==> src/hdl/fbalc_pkg.sv <==
// ============================================================================
// First-fit block allocator package
// Shared types and codes for the allocator top level and its arithmetic unit.
// ============================================================================
package fbalc_pkg;

    typedef enum logic
    {
        ALU_ADD,
        ALU_SUB
    } alu_op_t;

    localparam logic [1:0] ACT_ALLOC   = 2'd0;
    localparam logic [1:0] ACT_RELEASE = 2'd1;
    localparam logic [1:0] ACT_RESIZE  = 2'd2;

    localparam logic [1:0] STATUS_OK        = 2'd0;
    localparam logic [1:0] STATUS_EXHAUSTED = 2'd1;
    localparam logic [1:0] STATUS_FULL      = 2'd2;
    localparam logic [1:0] STATUS_UNKNOWN   = 2'd3;

    localparam int OFFSET_W = 16;
    localparam int SIZE_W   = 17;

endpackage

==> src/hdl/fbalc_alu.sv <==
// ============================================================================
// Shared adder and subtractor
// One adder serves cursor advance, gap measurement and the arena-space check.
// ============================================================================
module fbalc_alu #(
    parameter int W = 18
) (
    input  fbalc_pkg::alu_op_t op,
    input  logic [W-1:0]       a,
    input  logic [W-1:0]       b,
    output logic [W-1:0]       y,
    output logic               borrow
);

    logic [W:0] full;

    always_comb
    begin
        if (op == fbalc_pkg::ALU_SUB)
        begin
            full = {1'b0, a} + {1'b0, ~b} + {{W{1'b0}}, 1'b1};
        end
        else
        begin
            full = {1'b0, a} + {1'b0, b};
        end
    end

    assign y = full[W-1:0];
    // For a subtraction the carry out is high when no borrow occurred.
    assign borrow = (op == fbalc_pkg::ALU_SUB) ? ~full[W] : 1'b0;

endmodule

==> src/hdl/first_fit_block_allocator_top.sv <==
// ============================================================================
// First-fit block allocator
// Sequenced allocate, release and resize over an address-ordered block table.
// ============================================================================
// Allocate scans the live entries in order and shifts entries up to make room
// for an insert; release and resize look up the block by its address, and a
// release then trims free entries from the end of the table.
// The single table read port and the one shared adder pace each of these steps.
// One request is in flight at a time; the next is taken once the result leaves.
// Reset clears the entry count and live bits at once; no clearing pass is run.
module first_fit_block_allocator_top #(
    parameter int ARENA_BYTES   = 65536,
    parameter int TABLE_ENTRIES = 64
) (
    input  logic        clk,
    input  logic        rst_n,
    input  logic        in_valid,
    output logic        in_ready,
    input  logic [1:0]  action,
    input  logic [16:0] size,
    input  logic [15:0] address,
    input  logic        address_is_null,
    output logic        out_valid,
    input  logic        out_ready,
    output logic [15:0] result_address,
    output logic [1:0]  status
);

    localparam int IW    = (TABLE_ENTRIES > 1) ? $clog2(TABLE_ENTRIES) : 1;
    localparam int CW    = IW + 1;
    localparam int AB    = $clog2(ARENA_BYTES) + 1;
    localparam int CUR_W = (AB > 18) ? AB : 18;
    localparam int OW    = fbalc_pkg::OFFSET_W;
    localparam int SW    = fbalc_pkg::SIZE_W;

    typedef enum logic [3:0]
    {
        S_IDLE,
        S_SCAN_RD,
        S_SCAN_EV,
        S_SCAN_ADV,
        S_APPEND,
        S_SHIFT_RD,
        S_SHIFT_WR,
        S_INSERT,
        S_FIND_RD,
        S_FIND_EV,
        S_TRIM,
        S_FINISH
    } state_t;

    typedef enum logic [1:0]
    {
        JOB_ALLOC,
        JOB_RELEASE,
        JOB_RESIZE,
        JOB_MOVE_FREE
    } job_t;

    state_t                    state_reg, state_next;
    job_t                      job_reg, job_next;
    logic [CW-1:0]             count_reg, count_next;
    logic [CW-1:0]             i_reg, i_next;
    logic [CW-1:0]             j_reg, j_next;
    logic [CUR_W-1:0]          cur_reg, cur_next;
    logic [TABLE_ENTRIES-1:0]  live_reg, live_next;
    logic                      out_valid_reg, out_valid_next;
    logic [OW-1:0]             res_addr_reg, res_addr_next;
    logic [1:0]                status_reg, status_next;
    logic [SW-1:0]             req_reg, req_next;
    logic [SW:0]               rl_reg, rl_next;
    logic [OW-1:0]             addr_reg, addr_next;

    // Table memory, one write and one registered read per cycle.
    logic [OW-1:0] off_mem [TABLE_ENTRIES];
    logic [SW-1:0] rl_mem  [TABLE_ENTRIES];
    logic [SW-1:0] req_mem [TABLE_ENTRIES];
    logic [OW-1:0] off_q;
    logic [SW-1:0] rl_q;
    logic [SW-1:0] req_q;

    logic          mem_we;
    logic          mem_re;
    logic [IW-1:0] wr_idx;
    logic [IW-1:0] rd_idx;
    logic [OW-1:0] wd_off;
    logic [SW-1:0] wd_rl;
    logic [SW-1:0] wd_req;

    fbalc_pkg::alu_op_t alu_op;
    logic [CUR_W-1:0]   alu_a;
    logic [CUR_W-1:0]   alu_b;
    logic [CUR_W-1:0]   alu_y;
    logic               alu_borrow;

    logic [SW:0]   size_plus3;
    logic [SW:0]   rl_in;
    logic [IW-1:0] i_idx;
    logic [IW-1:0] i_prev;
    logic [IW-1:0] j_idx;
    logic [IW-1:0] j_prev;
    logic [IW-1:0] last_idx;
    logic          alloc_done;
    logic          in_accept;

    fbalc_alu #(
        .W (CUR_W)
    ) u_alu (
        .op     (alu_op),
        .a      (alu_a),
        .b      (alu_b),
        .y      (alu_y),
        .borrow (alu_borrow)
    );

    assign size_plus3 = {1'b0, size} + (SW+1)'(3);
    assign rl_in      = {size_plus3[SW:2], 2'b00};
    assign i_idx      = i_reg[IW-1:0];
    assign i_prev     = i_idx - IW'(1);
    assign j_idx      = j_reg[IW-1:0];
    assign j_prev     = j_idx - IW'(1);
    assign last_idx   = count_reg[IW-1:0] - IW'(1);

    assign in_ready   = (state_reg == S_IDLE) && !out_valid_reg;
    assign in_accept  = in_valid && in_ready;

    always_ff @(posedge clk)
    begin
        if (mem_we)
        begin
            off_mem[wr_idx] <= wd_off;
            rl_mem[wr_idx]  <= wd_rl;
            req_mem[wr_idx] <= wd_req;
        end
        if (mem_re)
        begin
            off_q <= off_mem[rd_idx];
            rl_q  <= rl_mem[rd_idx];
            req_q <= req_mem[rd_idx];
        end
    end

    always_comb
    begin
        state_next     = state_reg;
        job_next       = job_reg;
        count_next     = count_reg;
        i_next         = i_reg;
        j_next         = j_reg;
        cur_next       = cur_reg;
        live_next      = live_reg;
        out_valid_next = out_valid_reg;
        res_addr_next  = res_addr_reg;
        status_next    = status_reg;
        req_next       = req_reg;
        rl_next        = rl_reg;
        addr_next      = addr_reg;
        mem_we         = 1'b0;
        mem_re         = 1'b0;
        wr_idx         = i_idx;
        rd_idx         = i_idx;
        wd_off         = cur_reg[OW-1:0];
        wd_rl          = rl_reg[SW-1:0];
        wd_req         = req_reg;
        alu_op         = fbalc_pkg::ALU_SUB;
        alu_a          = CUR_W'(off_q);
        alu_b          = cur_reg;
        alloc_done     = 1'b0;

        if (out_valid_reg && out_ready)
        begin
            out_valid_next = 1'b0;
        end

        unique case (state_reg)
            S_IDLE:
            begin
                if (in_accept)
                begin
                    req_next      = size;
                    rl_next       = rl_in;
                    addr_next     = address;
                    res_addr_next = '0;
                    status_next   = fbalc_pkg::STATUS_OK;
                    i_next        = '0;
                    cur_next      = '0;
                    case (action)
                        fbalc_pkg::ACT_ALLOC:
                        begin
                            job_next   = JOB_ALLOC;
                            state_next = S_SCAN_RD;
                        end
                        fbalc_pkg::ACT_RELEASE:
                        begin
                            job_next   = JOB_RELEASE;
                            state_next = address_is_null ? S_TRIM : S_FIND_RD;
                        end
                        fbalc_pkg::ACT_RESIZE:
                        begin
                            job_next   = address_is_null ? JOB_ALLOC : JOB_RESIZE;
                            state_next = address_is_null ? S_SCAN_RD : S_FIND_RD;
                        end
                        default:
                        begin
                            state_next = S_FINISH;
                        end
                    endcase
                end
            end

            S_SCAN_RD:
            begin
                if (i_reg >= count_reg)
                begin
                    state_next = S_APPEND;
                end
                else if (!live_reg[i_idx])
                begin
                    i_next = i_reg + CW'(1);
                end
                else
                begin
                    mem_re     = 1'b1;
                    state_next = S_SCAN_EV;
                end
            end

            S_SCAN_EV:
            begin
                // The adder measures the gap between the cursor and this block.
                if (rl_q == '0)
                begin
                    i_next     = i_reg + CW'(1);
                    state_next = S_SCAN_RD;
                end
                else if (!alu_borrow && (alu_y >= CUR_W'(rl_reg)))
                begin
                    if ((i_reg != '0) && !live_reg[i_prev])
                    begin
                        mem_we            = 1'b1;
                        wr_idx            = i_prev;
                        live_next[i_prev] = 1'b1;
                        alloc_done        = 1'b1;
                    end
                    else if (count_reg >= CW'(TABLE_ENTRIES))
                    begin
                        status_next = fbalc_pkg::STATUS_FULL;
                        state_next  = S_FINISH;
                    end
                    else
                    begin
                        j_next     = count_reg;
                        state_next = S_SHIFT_RD;
                    end
                end
                else
                begin
                    state_next = S_SCAN_ADV;
                end
            end

            S_SCAN_ADV:
            begin
                alu_op     = fbalc_pkg::ALU_ADD;
                alu_b      = CUR_W'(rl_q);
                cur_next   = alu_y;
                i_next     = i_reg + CW'(1);
                state_next = S_SCAN_RD;
            end

            S_APPEND:
            begin
                // Room left in the arena behind the cursor.
                alu_a = CUR_W'(ARENA_BYTES);
                if (alu_borrow || (alu_y == '0) || (CUR_W'(rl_reg) > alu_y))
                begin
                    status_next = fbalc_pkg::STATUS_EXHAUSTED;
                    state_next  = S_FINISH;
                end
                else if (count_reg >= CW'(TABLE_ENTRIES))
                begin
                    status_next = fbalc_pkg::STATUS_FULL;
                    state_next  = S_FINISH;
                end
                else
                begin
                    mem_we                        = 1'b1;
                    wr_idx                        = count_reg[IW-1:0];
                    live_next[count_reg[IW-1:0]] = 1'b1;
                    count_next                    = count_reg + CW'(1);
                    alloc_done                    = 1'b1;
                end
            end

            S_SHIFT_RD:
            begin
                if (j_reg == i_reg)
                begin
                    state_next = S_INSERT;
                end
                else
                begin
                    mem_re     = 1'b1;
                    rd_idx     = j_prev;
                    state_next = S_SHIFT_WR;
                end
            end

            S_SHIFT_WR:
            begin
                mem_we           = 1'b1;
                wr_idx           = j_idx;
                wd_off           = off_q;
                wd_rl            = rl_q;
                wd_req           = req_q;
                live_next[j_idx] = live_reg[j_prev];
                j_next           = j_reg - CW'(1);
                state_next       = S_SHIFT_RD;
            end

            S_INSERT:
            begin
                mem_we           = 1'b1;
                live_next[i_idx] = 1'b1;
                count_next       = count_reg + CW'(1);
                alloc_done       = 1'b1;
            end

            S_FIND_RD:
            begin
                if (i_reg >= count_reg)
                begin
                    if (job_reg == JOB_RESIZE)
                    begin
                        status_next = fbalc_pkg::STATUS_UNKNOWN;
                        state_next  = S_FINISH;
                    end
                    else
                    begin
                        state_next = S_TRIM;
                    end
                end
                else if (!live_reg[i_idx])
                begin
                    i_next = i_reg + CW'(1);
                end
                else
                begin
                    mem_re     = 1'b1;
                    state_next = S_FIND_EV;
                end
            end

            S_FIND_EV:
            begin
                if (off_q != addr_reg)
                begin
                    i_next     = i_reg + CW'(1);
                    state_next = S_FIND_RD;
                end
                else if (job_reg != JOB_RESIZE)
                begin
                    live_next[i_idx] = 1'b0;
                    state_next       = S_TRIM;
                end
                else if ({1'b0, rl_q} >= rl_reg)
                begin
                    // The block is large enough, so it shrinks in place.
                    mem_we        = 1'b1;
                    wd_off        = off_q;
                    res_addr_next = off_q;
                    state_next    = S_FINISH;
                end
                else
                begin
                    i_next     = '0;
                    cur_next   = '0;
                    state_next = S_SCAN_RD;
                end
            end

            S_TRIM:
            begin
                if ((count_reg != '0) && !live_reg[last_idx])
                begin
                    count_next = count_reg - CW'(1);
                end
                else
                begin
                    state_next = S_FINISH;
                end
            end

            S_FINISH:
            begin
                out_valid_next = 1'b1;
                state_next     = S_IDLE;
            end

            default:
            begin
                state_next = S_IDLE;
            end
        endcase

        if (alloc_done)
        begin
            res_addr_next = cur_reg[OW-1:0];
            if (job_reg == JOB_RESIZE)
            begin
                // The new block is placed; now free the old one.
                job_next   = JOB_MOVE_FREE;
                i_next     = '0;
                state_next = S_FIND_RD;
            end
            else
            begin
                state_next = S_FINISH;
            end
        end
    end

    always_ff @(posedge clk or negedge rst_n)
    begin
        if (!rst_n)
        begin
            state_reg     <= S_IDLE;
            job_reg       <= JOB_ALLOC;
            count_reg     <= '0;
            i_reg         <= '0;
            j_reg         <= '0;
            cur_reg       <= '0;
            live_reg      <= '0;
            out_valid_reg <= 1'b0;
            res_addr_reg  <= '0;
            status_reg    <= fbalc_pkg::STATUS_OK;
        end
        else
        begin
            state_reg     <= state_next;
            job_reg       <= job_next;
            count_reg     <= count_next;
            i_reg         <= i_next;
            j_reg         <= j_next;
            cur_reg       <= cur_next;
            live_reg      <= live_next;
            out_valid_reg <= out_valid_next;
            res_addr_reg  <= res_addr_next;
            status_reg    <= status_next;
        end
    end

    always_ff @(posedge clk)
    begin
        req_reg  <= req_next;
        rl_reg   <= rl_next;
        addr_reg <= addr_next;
    end

    assign out_valid      = out_valid_reg;
    assign result_address = res_addr_reg;
    assign status         = status_reg;

    a_count_bound: assert property (@(posedge clk) disable iff (!rst_n)
        count_reg <= CW'(TABLE_ENTRIES))
        else $error("entry count exceeds table size");

    a_fail_zero_addr: assert property (@(posedge clk) disable iff (!rst_n)
        (out_valid && (status != fbalc_pkg::STATUS_OK)) |-> (result_address == '0))
        else $error("failed request returned a nonzero address");

    a_busy_after_accept: assert property (@(posedge clk) disable iff (!rst_n)
        in_accept |=> !in_ready)
        else $error("allocator ready again right after taking a request");

endmodule

==> config.mk <==
export PLATFORM = sky130hd
export DESIGN_NAME = first_fit_block_allocator_top
export DESIGN_NICKNAME = d
export VERILOG_FILES = /design/src/hdl/fbalc_pkg.sv /design/src/hdl/fbalc_alu.sv /design/src/hdl/first_fit_block_allocator_top.sv
export SDC_FILE = /design/constraint.sdc
export NUM_CORES = 2
export LEC_CHECK = 0
export ABC_CLOCK_PERIOD_IN_PS = 12100
export BUFFER_PORTS_ARGS = -buffer_cell sky130_fd_sc_hd__clkbuf_2
export CELL_PAD_IN_SITES_DETAIL_PLACEMENT = 1
export CELL_PAD_IN_SITES_GLOBAL_PLACEMENT = 1
export CORE_ASPECT_RATIO = 0.7
export CORE_UTILIZATION = 55
export DETAILED_ROUTE_END_ITERATION = 8
export HOLD_SLACK_MARGIN = 0.1
export PLACE_DENSITY_LB_ADDON = 0.1
export SYNTH_ARGS = -nofsm -noshare
export SYNTH_HDL_FRONTEND = slang
export SYNTH_SLANG_ARGS = --single-unit
export TNS_END_PERCENT = 30
==> constraint.sdc <==
create_clock -name clk -period 12.1 [get_ports clk]
set_input_delay 2.42 -clock clk [delete_from_list [all_inputs] [get_ports clk]]
set_output_delay 2.42 -clock clk [all_outputs]
set_load 0.05 [all_outputs]
Word-level counts from Yosys, hierarchy flattened --
Memory sizes are Yosys's and may differ from the RTL's. A register that Yosys moved wholly into a read port is not among the register bits. Index checks and enable logic that the tools add are counted.
Storage, ports and cells: register bits 160, bits in latches 0, bits in writable memories 2112, memory bits (read-only) 0, input port bits 40, output and inout bits 20, word-level logic and storage cells 256, memories 2
Cells by class: add/sub/neg operators 11, multipliers 0, divide/modulo/power cells 0, magnitude comparators 15, equality and inequality tests 42, shift operators 0, multiplexer cells 128, bitwise operators 7, reduce and logical (&&, ||, !) cells 39
Memories:
- rl_mem | depth 64, bits a word 17, read ports 1, clocked after Yosys merged registers in 1, wr ports 1, RTL line first_fit_block_allocator_top.sv:76 | logic [SW-1:0] rl_mem [TABLE_ENTRIES];
- off_mem | depth 64, bits a word 16, read ports 1, clocked after Yosys merged registers in 1, wr ports 1, RTL line first_fit_block_allocator_top.sv:75 | logic [OW-1:0] off_mem [TABLE_ENTRIES];
Operators by type and width (number):
- 64-bit 2-to-1 mux | 7
- 64-bit case mux with 5 select lines | 1
- 64-bit OR | 3
- 16-bit 2-to-1 mux | 8
- 7-bit 2-to-1 mux | 16
- 18-bit 2-to-1 mux | 5
- 4-bit 2-to-1 mux | 17
- 64-bit AND | 1
- 64-bit bitwise mux | 1
- 64-bit NOT | 1
- 16-bit case mux with 2 select lines | 2
- 18-bit case mux with 3 select lines | 1
- 4-bit case mux with 11 select lines | 1
- 6-bit by 7-bit less-than comparator with 1-bit output, second input constant | 6
- 6-bit 2-to-1 mux | 7
- 17-bit by 18-bit adder with 19-bit output | 2
- 7-bit case mux with 5 select lines | 1
- 17-bit 2-to-1 mux | 2
- 2-bit inequality test, second input constant | 17
- 2-bit 2-to-1 mux | 15
- 1-bit 2-to-1 mux | 26
- 1-bit binary-select mux with 6-bit select | 4
- 1-bit demux with 6-bit select | 4
- 6-bit by 1-bit greater-or-equal comparator with 1-bit output, second input constant | 4
- other kinds (51) | 90

Longest topological paths before layout --
word-level depth 15, depth in mapped cells 35

Hierarchy --
Synthesis repeated with hierarchy kept, for this count alone.
Second synthesis, totals: cells, all modules 7328, area total of the unflattened synthesis 100727.9 sq um
By module, submodules not included:
- first_fit_block_allocator_top | times used 1, cells each 7043, area each 98789.7 sq um, sequential area each 68575.8 sq um
- fbalc_alu | times used 1, cells each 285, area each 1938.1 sq um, sequential area each 0.0 sq um

Worst setup path before layout --
No wires, ideal clock.
kind register to register, start register state_reg[2], end memory off_mem[7][0] (netlist bit) (enable), library setup time 0.506 ns, arrival time 10.010 ns, path slack 1.584 ns, stages on the path, launching flop included 33, path buffers 10, cells stage by stage dfrtp_1 > buf_2 > nor4bb_1 > clkbuf_1 > buf_2 > buf_4 > buf_4 > buf_2 > buf_1 > nand2_1 > nand2_1 > ha_1 > buf_1 > nor4_1 > nand4_1 > o21ai_0 > nor4_1 > o31a_1 > or2_2 > ha_1 > nand4_1 > or4_1 > nor2_1 > a221o_1 > nand2_1 > nor3_1 > a221oi_1 > o21ai_0 > a31oi_1 > or3_1 > buf_2 > buf_6 > nor4_1
Between the ends: longest elaborated chain between the ends 15, elaborated cells between the ends (all ways) 33
Ends and longest elaborated chain:
- from (decl) | RTL line first_fit_block_allocator_top.sv:60 | state_t state_reg, state_next;
- from (signal assigned) | RTL line first_fit_block_allocator_top.sv:440 | state_reg <= state_next;
- parallel branches: the longest is 15 deep, another holds 17-bit by 18-bit adder with 19-bit output
- to (decl) | RTL line first_fit_block_allocator_top.sv:75
Parallel ways; which one is timed is not known.

Worst setup path in the final report --
start register state_reg[0], end memory off_mem[19][11] (netlist bit) (enable)
The elaborated chain is that of the path after synthesis.

==> key figures <==
STA
  – Slew Limit Fails: 0
  – Fmax: 93.83 MHz
  – Final period util: 88.08%
  – Post-layout min period: 10.66 ns
  – Slew HR: 10.27%
  – Final hold violation count: 0
  – Slew @ Worst Pin: 1.336 ns
  – # setup viols final: 0
  – Fin Hold WS: 0.4948 ns
  – Setup_tns: 0 ns
  – Setup skew after layout: 0.05093 ns
  – RSZ-0062 raised after global routing: false

CTS
  – H-tree levels: 4
  – CTS buffer count: 216
  – Setup Buffers After CTS: 0
  – Clock Root Buffer: clkbuf_16
  – Post-CTS Hold Buffers: 0
  – CTS Sinks: 2305
  – Post-CTS Resized: 0
  – Worst-path clk slew: 0.07 ns
  – Longest Clk Path Bufs: 4
  – CTS tree: done
  – Worst-Skew Late Latency: 0.87 ns

Layout
  – Max reg flops: 1088
  – Commonest non-fill, non-tap cells in the layout: edfxtp_1 (2177), mux4_2 (574), nand2_1 (354)
  – Most common cell after layout, fill and taps aside: edfxtp_1
  – Final instance area: 111500 um^2
  – Nets: 6232
  – Multi-input logic area: 30810 um^2
  – Area growth syn-to-layout: 10.90%
  – Finished Layout Cells: 8660
  – FF/Latch Area: 68580 um^2
  – Share of cells above drive strength 1: 21.31%
  – Fill cell count: 15740

Synthesis
  – Synth unique cells: 96
  – Synth warn: 0
  – Cell Area, Synth: 100500 um^2
  – EDFF count, synth: 2177
  – Ys async rst share: 5.553%
  – Seq/Total Area, Yosys: 68.22%
  – #FFs+latches synth: 2305
  – Mapped Nets: 6138
  – Avg Cell Area, Syn: 16.71 um^2
  – Post-synth top flop: edfxtp_1
  – Gate Count Post-Synth: 6015

Routing
  – DR vias/cell: 7.018
  – DRT met1 WL: 133.7 mm
  – Average wire per standard cell: 36.46 um
  – DRC viols: 0
  – Top sig layer: met5
  – DR WL met2: 139.7 mm
  – Routed wl met3: 34.72 mm
  – Detail Route Antenna Nets: 0
  – Drt first pass iters: 7
  – WL final: 315.7 mm
  – Iter 0 DRT Violations: 8143
  – DR vias: 60780

Floorplanning
  – # rows: 130
  – IO Pins: 60
  – CORE AREA: 180400 um^2
  – Initial Util: 55.72%
  – Die Ht: 359.7 um
  – Die Area: 184500 um^2
  – Die W: 513.0 um

Power
  – LEAKAGE: 36.65 nW
  – Total chip power: 27.45 mW
  – PwrDens: 246.2 nW/um^2
  – Worst vdd ir: 0.0001891 V
  – Int Pwr: 16.88 mW
  – Comb pwr share: 39.3%
  – Psw: 10.56 mW
  – Clk network pwr share: 24.1%
  – Net Sw Frac: 38.49%
  – Sequential share of power: 36.6%

Global route
  – Global-route wire length before repair: 450.3 mm
  – Grt ovf: 0
  – Initial antenna violation count: 16
  – Largest net degree at the start of global routing: 128
  – Gr usage total: 34.22%
  – Number of global-route vias before repair: 61520

Placed design
  – Placed cells: 8267
  – Port buffer count: 59
  – Hpwl dp: 192.9 mm
  – GP Congestion: 0.9827
  – DP Area: 104800 um^2

Critical path
  – Startpoint types: flip-flop
  – Slowest CP cell: or4b_1
  – Critical Path Max Stage Delay: 1.10 ns
  – Critical path arrival: 11.16 ns
  – R2r endpoint: off_mem[19][11]
  – Worst Reg-to-Reg Cells: 23
  – WP data required: 12.60 ns
  – Critical Path, Cell by Cell: or4b_1, and2_1, ha_1, a21oi_1, o21ai_0, nor2b_1, a211oi_1, a22oi_1, xnor2_1, ha_1, nand4_1, or4_1, nor2_1, a221o_1, nand2_1, nor3_1, a221oi_1, o21ai_0, a31oi_1, or3_1, buf_4, nor4_4, buf_4
  – Crit end category: flip-flop
  – Reg2reg start: state_reg[0]
  – Top fanout value on the critical path: 24
  – Worst Setup Path Type: reg -> reg
  – R2r setup slk: 1.44 ns

Hold path
  – Hold crit path type: reg -> reg
  – WHS Path Cells: 2
  – Min-delay src: cur_reg[16]
  – Hold EP: cur_reg[16]

Job
  – Max-Cap Viols: 0

Run status
  – Status: completed
power by group through the flow:
| stage | combinational (mW) | sequential (mW) | clock (mW) |
|---|---|---|---|
| after floorplan | 6.74 | 10.0 | 0 |
| after global placement | 10.4 | 10.2 | 0 |
| after detailed placement | 10.6 | 10.2 | 0 |
| after CTS | 10.7 | 10.0 | 6.69 |
| after global routing | 11.3 | 10.0 | 6.94 |
| final | 10.8 | 10.0 | 6.62 |
area by class of cell:
cell class	instances	share of cell area, %
inverters	94	0.3210
flip-flops and latches	2305	61.52
multi-input cells	3215	27.64
clock inverters	137	0.9833
clock buffers	255	5.017
repair buffers	277	1.851
well taps	2376	2.667
diodes	1	0.002245
routing by layer:
metal | vias to the layer above | global-route usage, %
li1 | 24670 | -
met1 | 32450 | 51.14
met2 | 3237 | 49.84
met3 | 410 | 9.835
met4 | 6 | 8.216
met5 | - | 0.3619
critical path, delay by kind of cell (launching register included):
family / cells / cell delay, ns
and+or+nand+nor: 10 / 4.90
AOI/OAI and AO/OA: 8 / 2.37
xor gates and xnor gates: 1 / 0.64
buffers and inverters: 2 / 0.75
DFF: 1 / 0.66
adders and majority gates: 2 / 0.87
metrics by stage:
stage,utilization (%),setup WS (ns)
2_1_floorplan,-,1.585
3_3_place_gp,58.08,1.992
3_5_place_dp,58.08,1.851
4_1_cts,61.79,1.784
5_1_grt,61.79,0.9791
6_report,61.79,1.443
logic make-up after synthesis:
group | Yosys count | share of synthesized area [%]
muxes | 761 | 14.77
adders and majority gates | 84 | 1.051
AOI/OAI and AO/OA | 1265 | 8.194
DFF | 2305 | 68.22
buffers and inverters | 495 | 1.970
xor gates and xnor gates | 83 | 0.7232
and+or+nand+nor | 1022 | 5.069
worst max-delay path by stage:
stage	slack (ns)	from	endpoint	cells past startpoint
2_1_floorplan	1.58	state_reg[2]	off_mem[7][0]	32
3_3_place_gp	1.99	state_reg[0]	off_mem[19][7]	23
3_5_place_dp	1.85	state_reg[0]	off_mem[19][7]	23
4_1_cts	1.78	state_reg[0]	off_mem[19][7]	23
5_1_grt	0.98	state_reg[3]	off_mem[19][11]	26
6_report	1.44	state_reg[0]	off_mem[19][11]	23
synthesized netlist by cell type, types with 63 or more instances:
| cell type | count | area (um^2) |
|---|---|---|
| edfxtp_1 | 2177 | 65370 |
| nor2b_1 | 158 | 988.5 |
| mux4_2 | 574 | 12930 |
| nand3_1 | 66 | 330.3 |
| ha_1 | 82 | 1026 |
| nor3_1 | 63 | 315.3 |
| o21ai_0 | 243 | 1216 |
| dfrtp_1 | 128 | 3203 |
| nor2_1 | 160 | 600.6 |
| xnor2_1 | 64 | 560.5 |
| mux2i_1 | 159 | 1592 |
| a21oi_1 | 344 | 1722 |
| nand2_1 | 356 | 1336 |
| clkbuf_1 | 281 | 1055 |
| a211oi_1 | 266 | 1997 |
| inv_1 | 88 | 330.3 |
Power figures use the tool's default switching activity.
